==> config.mk <==
export PLATFORM = sky130hd
export DESIGN_NAME = c8x_ram
export DESIGN_NICKNAME = d
export VERILOG_FILES = /design/src/sv/c8x_ram.sv
export SDC_FILE = /design/constraint.sdc
export NUM_CORES = 1
export LEC_CHECK = 0
export ABC_AREA = 1
export BUFFER_PORTS_ARGS = -buffer_cell sky130_fd_sc_hd__clkbuf_2
export CORE_ASPECT_RATIO = 1.4
export CORE_MARGIN = 2
export CORE_UTILIZATION = 25
export CTS_BUF_LIST = sky130_fd_sc_hd__clkbuf_2 sky130_fd_sc_hd__clkbuf_4 sky130_fd_sc_hd__clkbuf_8
export DETAILED_ROUTE_END_ITERATION = 6
export SYNTH_ARGS = -nofsm -noshare
export SYNTH_HDL_FRONTEND = slang
export SYNTH_SLANG_ARGS = --single-unit
==> constraint.sdc <==
create_clock -name clk -period 2.3 [get_ports clk]
set_clock_uncertainty 0.05 [all_clocks]
set_input_delay 0.345 -clock clk [delete_from_list [all_inputs] [get_ports clk]]
set_output_delay 0.345 -clock clk [all_outputs]
set_load 0.005 [all_outputs]
==> src/sv/c8x_ram.sv <==
module c8x_ram #(
  parameter int WIDTH = 8,
  parameter int DEPTH = 16
) (
  input  logic                     clk,
  input  logic                     we,
  input  logic [$clog2(DEPTH)-1:0] waddr,
  input  logic [WIDTH-1:0]         wdata,
  input  logic [$clog2(DEPTH)-1:0] raddr,
  output logic [WIDTH-1:0]         rdata
);

  logic [WIDTH-1:0] mem [DEPTH];

  always_ff @(posedge clk) begin
    if (we) mem[waddr] <= wdata;
    rdata <= mem[raddr];
  end

endmodule

Yosys cells after proc, flatten, opt, wreduce, memory -nomap -nowiden
Memories as Yosys holds them, arrays and structs flattened. A register that Yosys moved wholly into a read port is not among the register bits.
Index checks and enable logic that the tools add are counted.
{"block": "classes", "muxes": 2}
{"operator": "$mux 1", "n": 2}
{"block": "word_totals", "regBits": 0, "mem_bits_rw": 128, "output_inout_bits": 8, "wordCells": 3, "n_memories": 1}
{"name": "mem", "depth": 16, "width": 8, "read_ports": 1, "rd_ports_with_merged_regs": 1, "wr": 1, "line_no": "13", "text": "logic [WIDTH-1:0] mem [DEPTH];"}

Logic depth before layout (Yosys ltp)
Gate-level depths: netlist (run 1).
{"block": "depth", "ltp_word": 2, "mapped_depth": 8, "depth_no_buf": 7}

Worst setup path after synthesis (run 1)
OpenSTA, ideal clock, no wires.
{"block": "synth_timing", "kind": "input port to flip-flop", "start": "input waddr[2]", "end": "memory mem[10][0] (enable)", "setup_time_ps": 370, "arrival_ps": 926, "required_ps": 1880, "path_slack_ps": 954, "cell_stages": 2, "path_buffers": 0, "path_cell_list": "nand3b_1 > nor2_1"}
{"element": "start, declared", "line_no": "7", "text": "input logic [$clog2(DEPTH)-1:0] waddr,"}
{"element": "end, declared", "line_no": "13"}
Straight into the memory's write port.

Final worst setup path (run 1)
{"block": "layout_timing", "start": "register rdata[3] (read register of mem)", "end": "output rdata[3]"}
{"element": "start, declared", "line_no": "10", "text": "output logic [WIDTH-1:0] rdata"}
No word-level cell between the ends.

==> flow_summary.toml, run 1 <==
[run_status]
outcome = "complete, no violations"

[detailed_routing]
ant_nets = 0
drt-vias-per-instance = 4.171
drtPass1Iterations = 4
routed_wl_um = 13610
routedWlPerCell_um = 15.04
drtIter0Drc = 293
drcViolationCount = 0
num_vias = 3775

[setup_path]
reg2reg_to = "rdata[4]"
worstSetupPathType = "reg2out"
r2r_start = "mem[0][4]"
path_buf_inv = 1
crit_path_start_kind = "flip-flop"
r2r_slack_ns = 1.18
cp_slowest_cell = "dfxtp_1"
rr_worst_depth = 6
cp_max_fo = 1
crit_chain = "clkbuf_2"
end_kind = "output pin"
cp.required_ns = 1.90
cp_top_family = "flip-flops"
cp_data_arrival_time_ns = 0.97
cpPeakStageDelay_ns = 0.39

[power]
power.share.sequential = 0.539
pwr-share-clk = 0.395
netSwitchingFraction = 0.2340
internal_power_w = 0.003957
switching_power_w = 0.001209
power_density_mw_per_mm2 = 771.9
ir_drop_mv = 0.3034
p_leak_nw = 2.823
combPwrFrac = 0.066

[yosys]
yosys-top-cells-area = "edfxtp_1, nand2_1, nand3_1, inv_1, dfxtp_1"
synth_edf_count = 128
synth_seq_area_share = 0.6943
ys_seq_elements = 136
yosys.area.top_type = "edfxtp_1"
synth_common_cells = "nand2_1, edfxtp_1, inv_1"
synth.distinct_cells = 12
synth_ff_type = "edfxtp_1"
syn_area_mm2 = 0.005767
yosys_warnings = 0
async_reset_ff_frac = 0
synth.top_cell.area_share = 0.6665
yosysMostFrequentCell = "nand2_1"
synth_cells = 551
synth_area_per_cell_um2 = 10.47
synth_nets = 569

[clock_network]
clk_pin_slew_ns = 0.08
cts_setup_buffers = 0
root_buffer = "clkbuf_8"
cts_resized = 0
cts_buffer_depth = 2
ctsHtreeMaxLevel = 4
numCtsBuffers = 17
cts.sinks = 136
cts_tree = "yes"
cts.hold.buffers_added = 0
clk_latency_ns = 0.44

[placed_design]
port_buffers = 25
dpl_cell_area_mm2 = 0.006277
hpwl_um = 8514
gp_congestion = 0.8216

[sta]
hold_violations = 0
rsz0062_at_grt = "no"
relSlewSlack = 0.5598
finalSetupTns_ns = 0
setup_violations = 0
tightestPinTransition_ns = 0.6579
maxSlewViolCount = 0
final.min_clock_period_ns = 1.366
max_freq_ghz = 0.7323
hold_ws_ns = 0.2522
finalCritPeriodShare = 0.5937

[die]
die_area_mm2 = 0.02432
coreArea_mm2 = 0.02261
die_h_um = 183.7
die_x_um = 132.4
ios = 26
initial_core_util = 0.2551
rows = 65

[final_layout]
layout-drive-gt1-share = 0.1291
antenna-diode-count = 0
utilization = 0.2960
nNetsFinal = 609
fillers = 2365
ff_latch_area_mm2 = 0.004004
area_growth_pct = 16.06
multiInputGateArea_mm2 = 0.001214
design_area_mm2 = 0.006693

[worst_hold_path]
whs_endpoint = "rdata[4]"
min_path_cells = 3
hold_class = "in2reg"
hp-start = "raddr[3]"

[global_routing]
grt_overflow_total = 0
grt_pass1_wl_um = 20530
antenna_found_initial = 0
track_usage = 0.1138
grt_pass1_vias = 3674
grt_max_degree = 65

[flow_run]
cap_viol_max_count = 0
cell families (layout without fill, tap and decap cells):
logic type             after synthesis  after routing  share of synthesized area
DFF                                136            136                     0.6943
and+or+nand+nor                    289            289                     0.2105
buffers and inverters              126            179                    0.09525
power by group through the flow:
stage	Clock, W	Combinational, W	Sequential (W)
after floorplan	0	0.000195	0.00284
after global placement	0	0.000343	0.00284
after detailed placement	0	0.000348	0.00284
after CTS	0.00207	0.000349	0.00279
after global routing	0.00216	0.000380	0.00279
final	0.00204	0.000342	0.00279
layer usage:
| metal | track usage | vias up | wire length [um] |
|---|---|---|---|
| met5 | 0 | - | 0 |
| met4 | 0.05462 | 0 | 395 |
| met3 | 0.02178 | 25 | 497 |
| met2 | 0.2056 | 83 | 7153 |
| met1 | 0.1284 | 1816 | 5568 |
| li1 | - | 1851 | - |
cell usage in the layout, fill, tap and decap left out, drive strengths merged:
cell / count
clkbuf: 43
nand2: 173
bufinv: 3
buf: 20
clkinvlp: 6
nor2: 17
nand3b: 2
inv: 105
nand3: 97
clkinv: 2
edfxtp: 128
dfxtp: 8
sequential cells by signal (all words and copies together) (netlist names):
name   cells
rdata      8
mem      128
per-stage QoR:
stage / power, W / setup slack (ns) / cells
detailed placement: 0.003191 / 0.6330 / 873
floorplan: 0.003033 / 0.9542 / 551
global route: 0.005329 / 0.8845 / 905
CTS: 0.005202 / 0.8884 / 905
global placement: 0.003185 / 0.6303 / 873
finish: 0.005166 / 0.9345 / 905
area by class of cell:
class,instances,share of cell area
clock buffers,18,0.03608
clock inverters,14,0.02599
multi-input cells,289,0.1813
inverters,102,0.05721
well taps,301,0.05627
repair buffers,45,0.04487
flip-flops and latches,136,0.5982
worst max path at each step:
stage | from | to | slack [ns] | depth (start not counted)
after floorplan | waddr[2] | mem[10][0] | 0.95 | 2
after global placement | raddr[0] | rdata[3] | 0.63 | 8
after detailed placement | raddr[0] | rdata[3] | 0.63 | 8
after CTS | rdata[3] | rdata[3] | 0.89 | 1
after global routing | rdata[3] | rdata[3] | 0.88 | 1
final | rdata[3] | rdata[3] | 0.93 | 1
No activity file was read; power rests on OpenSTA's default activity.
==> run 2: changes to the inputs <==
Clock period 2.3 ns to 1.15 ns, I/O delays scaled along.
==> flow_summary.toml, run 2 (synthesized netlist as in run 1, its figures left out) <==
[run_status]
outcome = "complete, no violations"

[placed_design]
gp_congestion = 0.8315
port_buffers = 25
hpwl_um = 9317
place_ws_ns = -0.1828

[clock_network]
clk_pin_slew_ns = 0.08
cts_setup_buffers = 0
ctsHtreeMaxLevel = 4
numCtsBuffers = 17
clk_latency_ns = 0.44
cts_tree = "yes"
cts.sinks = 136
root_buffer = "clkbuf_8"
cts.hold.buffers_added = 0
cts_buffer_depth = 2

[power]
switching_power_w = 0.002515
combPwrFrac = 0.072
pwr-share-clk = 0.398
ir_drop_mv = 0.6430
power_density_mw_per_mm2 = 1508
power.share.sequential = 0.531
internal_power_w = 0.008005
p_leak_nw = 2.990
total_power_w = 0.01052
netSwitchingFraction = 0.2391

[final_layout]
ff_latch_area_mm2 = 0.004015
fillers = 2408
layout-drive-gt1-share = 0.1797
final_common_cell = "nand2_1"
top_register = "mem"
antenna-diode-count = 0
multiInputGateArea_mm2 = 0.001224
final_cell_mix = "nand2_1, edfxtp_1, inv_1"
nNetsFinal = 634
area_growth_pct = 20.98
reg_top3 = "mem (128), rdata (8)"
largest_reg_flops = 128

[global_routing]
grt_max_degree = 42
grt_overflow_total = 0
antenna_found_initial = 0
grt_pass1_wl_um = 21180
grt_pass1_vias = 3849
track_usage = 0.1174

[sta]
final.min_clock_period_ns = 1.137
relSlewSlack = 0.7067
finalWorstSetupSlack_ns = 0.01290
hold_violations = 0
rsz0062_at_grt = "yes"
setup_violations = 0
finalCritPeriodShare = 0.9888
tightestPinTransition_ns = 0.4400
max_freq_ghz = 0.8794
maxSlewViolCount = 0
finalSetupTns_ns = 0

[setup_path]
cp_top_family = "flip-flops"
path_buf_inv = 1
cpPeakStageDelay_ns = 0.37
crit_path_start_kind = "flip-flop"
worstSetupPathType = "reg2out"
cp_slowest_cell = "dfxtp_4"
end_kind = "output pin"
crit_chain = "buf_6"
cp_data_arrival_time_ns = 0.91
cp_max_fo = 1
cp.required_ns = 0.93

[detailed_routing]
drcViolationCount = 0
drtIter0Drc = 205
drtPass1Iterations = 5
wl_met3_um = 516
num_vias = 3838
ant_nets = 0
drt-vias-per-instance = 4.127
met2_length_um = 7320
met1_length_um = 5560
routed_wl_um = 13780
top_layer_used = "met4"
routedWlPerCell_um = 14.82

[die]
die_x_um = 132.4
ios = 26
die_area_mm2 = 0.02432
coreArea_mm2 = 0.02261
rows = 65
initial_core_util = 0.2551
die_h_um = 183.7

[flow_run]
cap_viol_max_count = 0

[worst_hold_path]
hold_class = "in2reg"
-- run 2: changes by cell type in the layout (fill, tap and decap cells not counted), moves of 3 or more --
cell	previous run	this run
buf_4	18	39
dfxtp_1	8	1
dfxtp_2	0	6
buf_12	2	6
clkinv_4	1	5
clkinvlp_4	6	3
-- run 2: final cells by class --
cell class                      count  share of cell area
Timing Repair Buffer               70             0.07891
Clock buffer                       17             0.03354
Inverter                          102             0.05488
Clock inverter                     15             0.02780
Sequential cell                   136              0.5755
Tap cell                          301             0.05398
Multi-Input combinational cell    289              0.1754
-- run 2: layer usage --
metal	up-vias	track usage
met2	93	0.2118
met3	23	0.02371
met5	-	0
met1	1818	0.1324
li1	1904	-
met4	0	0.05548
-- run 2: power by group through the flow --
| stage | registers [W] | clock network [W] | logic [W] |
|---|---|---|---|
| after floorplan | 0.00567 | 0 | 0.000391 |
| after global placement | 0.00569 | 0 | 0.000743 |
| after detailed placement | 0.00569 | 0 | 0.000755 |
| after CTS | 0.00558 | 0.00425 | 0.000760 |
| after global routing | 0.00560 | 0.00446 | 0.000843 |
| final | 0.00558 | 0.00418 | 0.000754 |
-- run 2: final timing paths --
check,start,end,slack (ns),cells after the start
max,rdata[2],rdata[2],0.01,1
min,raddr[3],rdata[7],0.1,4
max reg2reg,mem[3][7],rdata[7],0.10,6
min reg2reg,mem[10][0],rdata[0],0.61,6
-- run 2: per-stage QoR --
stage	utilization	hold slack, ns	area [um2]	instances
after global routing	0.3086	0.1031	6977	930
final	0.3086	0.09776	6977	930
after CTS	0.3075	0.08157	6952	930
after detailed placement	0.2882	0.5169	6515	898
after floorplan	-	0.2214	5767	551
after global placement	0.2882	0.5276	6515	898
-- run 2: repair_timing --
action                                  4_1_cts  5_1_grt
gates cloned                                  0        0
resized for setup                             6        7
pin swaps                                     0        0
endpoints found under the hold margin         0        0
endpoints found under the setup margin        5        9
==> run 3: changes to the inputs <==
Clock period 1.15 ns to 1 ns, I/O delays scaled along.
==> flow_summary.toml, run 3 (synthesized netlist as in run 1, its figures left out) <==
[detailed_routing]
drt-vias-per-instance = 4.154
routedWlPerCell_um = 15.01
drtPass1Iterations = 4
num_vias = 3826
drtIter0Drc = 230
routed_wl_um = 13830
drcViolationCount = 0
ant_nets = 0

[setup_path]
end_kind = "output pin"
cp_top_family = "flip-flops"
path_buf_inv = 1
cp_data_arrival_time_ns = 0.89
cp_max_fo = 1
crit_chain = "clkbuf_2"
cp_slowest_cell = "dfxtp_2"
worstSetupPathType = "reg2out"
crit_path_start_kind = "flip-flop"
cp.required_ns = 0.80
cpPeakStageDelay_ns = 0.35

[die]
die_h_um = 183.7
ios = 26
coreArea_mm2 = 0.02261
die_x_um = 132.4
die_area_mm2 = 0.02432
rows = 65
initial_core_util = 0.2551

[placed_design]
hpwl_um = 9404
port_buffers = 25
gp_congestion = 0.8368

[sta]
relSlewSlack = 0.7029
hold_ws_ns = 0.09761
final.min_clock_period_ns = 1.094
finalCritPeriodShare = 1.094
maxSlewViolCount = 0
rsz0062_at_grt = "yes"
finalWorstSetupSlack_ns = -0.09400
max_freq_ghz = 0.9141
setup_violations = 8
tightestPinTransition_ns = 0.4457
hold_violations = 0

[power]
netSwitchingFraction = 0.2421
p_leak_nw = 3.042
switching_power_w = 0.002869
ir_drop_mv = 0.7328
power.share.sequential = 0.542
total_power_w = 0.01185
combPwrFrac = 0.084
power_density_mw_per_mm2 = 1635
internal_power_w = 0.008979
pwr-share-clk = 0.374

[final_layout]
final_cell_mix = "nand2_1, edfxtp_1, inv_1"
final_common_cell = "nand2_1"
layout-drive-gt1-share = 0.2742
area_growth_pct = 25.65
largest_reg_flops = 128
top_register = "mem"
fillers = 2326
reg_top3 = "mem (128), rdata (8)"
nNetsFinal = 625
antenna-diode-count = 0

[run_status]
violations = "negative setup slack"
outcome = "finished, violations left"

[global_routing]
track_usage = 0.1166
grt_pass1_vias = 3799
grt_pass1_wl_um = 21160
antenna_found_initial = 0
grt_overflow_total = 0
grt_max_degree = 49

[clock_network]
ctsHtreeMaxLevel = 4
cts_buffer_depth = 2
clk_pin_slew_ns = 0.08
clk_latency_ns = 0.44
root_buffer = "clkbuf_8"
cts_tree = "yes"
cts.sinks = 136
numCtsBuffers = 17

[worst_hold_path]
hold_class = "in2reg"

[flow_run]
cap_viol_max_count = 0
-- run 3: cell count changes in the layout (fill, tap and decap cells not counted), sizes merged --
cell and delta:
clkinv -1, clkinvlp +2, inv -1, clkbuf -1
bufinv -1, buf -7
-- run 3: final cells by class --
class | count | area [um2] | share of cell area
inverters | 102 | 382.9 | 0.05284
clock buffers | 18 | 241.5 | 0.03333
flip-flops and latches | 136 | 4011 | 0.5536
well taps | 301 | 376.6 | 0.05198
repair buffers | 61 | 539.3 | 0.07443
clock inverters | 14 | 150.1 | 0.02072
multi-input cells | 289 | 1544 | 0.2131
-- run 3: what timing repair did --
action	4_1_cts	5_1_grt
gates resized for setup	26	50
hold buffers	0	0
endpoints found under the setup margin	15	16
pin swaps	10	32
gates cloned	0	0
setup buffers	0	0
-- run 3: path summary, 6_finish.rpt --
check,to,startpoint,cells after the start,slack [ns]
setup / recovery,rdata[2],rdata[2],1,-0.09
hold / removal,rdata[1],raddr[3],4,0.1
setup reg to reg,rdata[2],mem[5][2],6,0
hold reg to reg,rdata[3],mem[3][3],6,0.63
-- run 3: metrics by stage --
step                utilization  setup TNS [ns]  area, um2  cells  worst slack, ns
floorplan                     -          -12.23       5794    551          -0.1290
CTS                      0.3107         -0.9089       7025    921          -0.1449
finish                   0.3205         -0.6300       7246    921         -0.09400
global route             0.3205          -1.265       7246    921          -0.1417
global placement         0.2886          -25.06       6525    889          -0.3178
detailed placement       0.2886          -27.93       6525    889          -0.3132
-- run 3: metal layers --
layer | vias to the layer above | track usage | wire, um
li1 | 1885 | - | -
met3 | 29 | 0.02702 | 520
met1 | 1832 | 0.1293 | 5453
met5 | - | 0 | 0
met4 | 0 | 0.06280 | 579
met2 | 80 | 0.2066 | 7274
-- run 3: power groups by stage --
stage | Sequential, W | Clock [W] | Combinational, W
final | 0.00642 | 0.00443 | 0.000997
after global routing | 0.00643 | 0.00477 | 0.00109
after CTS | 0.00642 | 0.00454 | 0.000923
after detailed placement | 0.00654 | 0 | 0.000881
after global placement | 0.00654 | 0 | 0.000870
after floorplan | 0.00653 | 0 | 0.000458
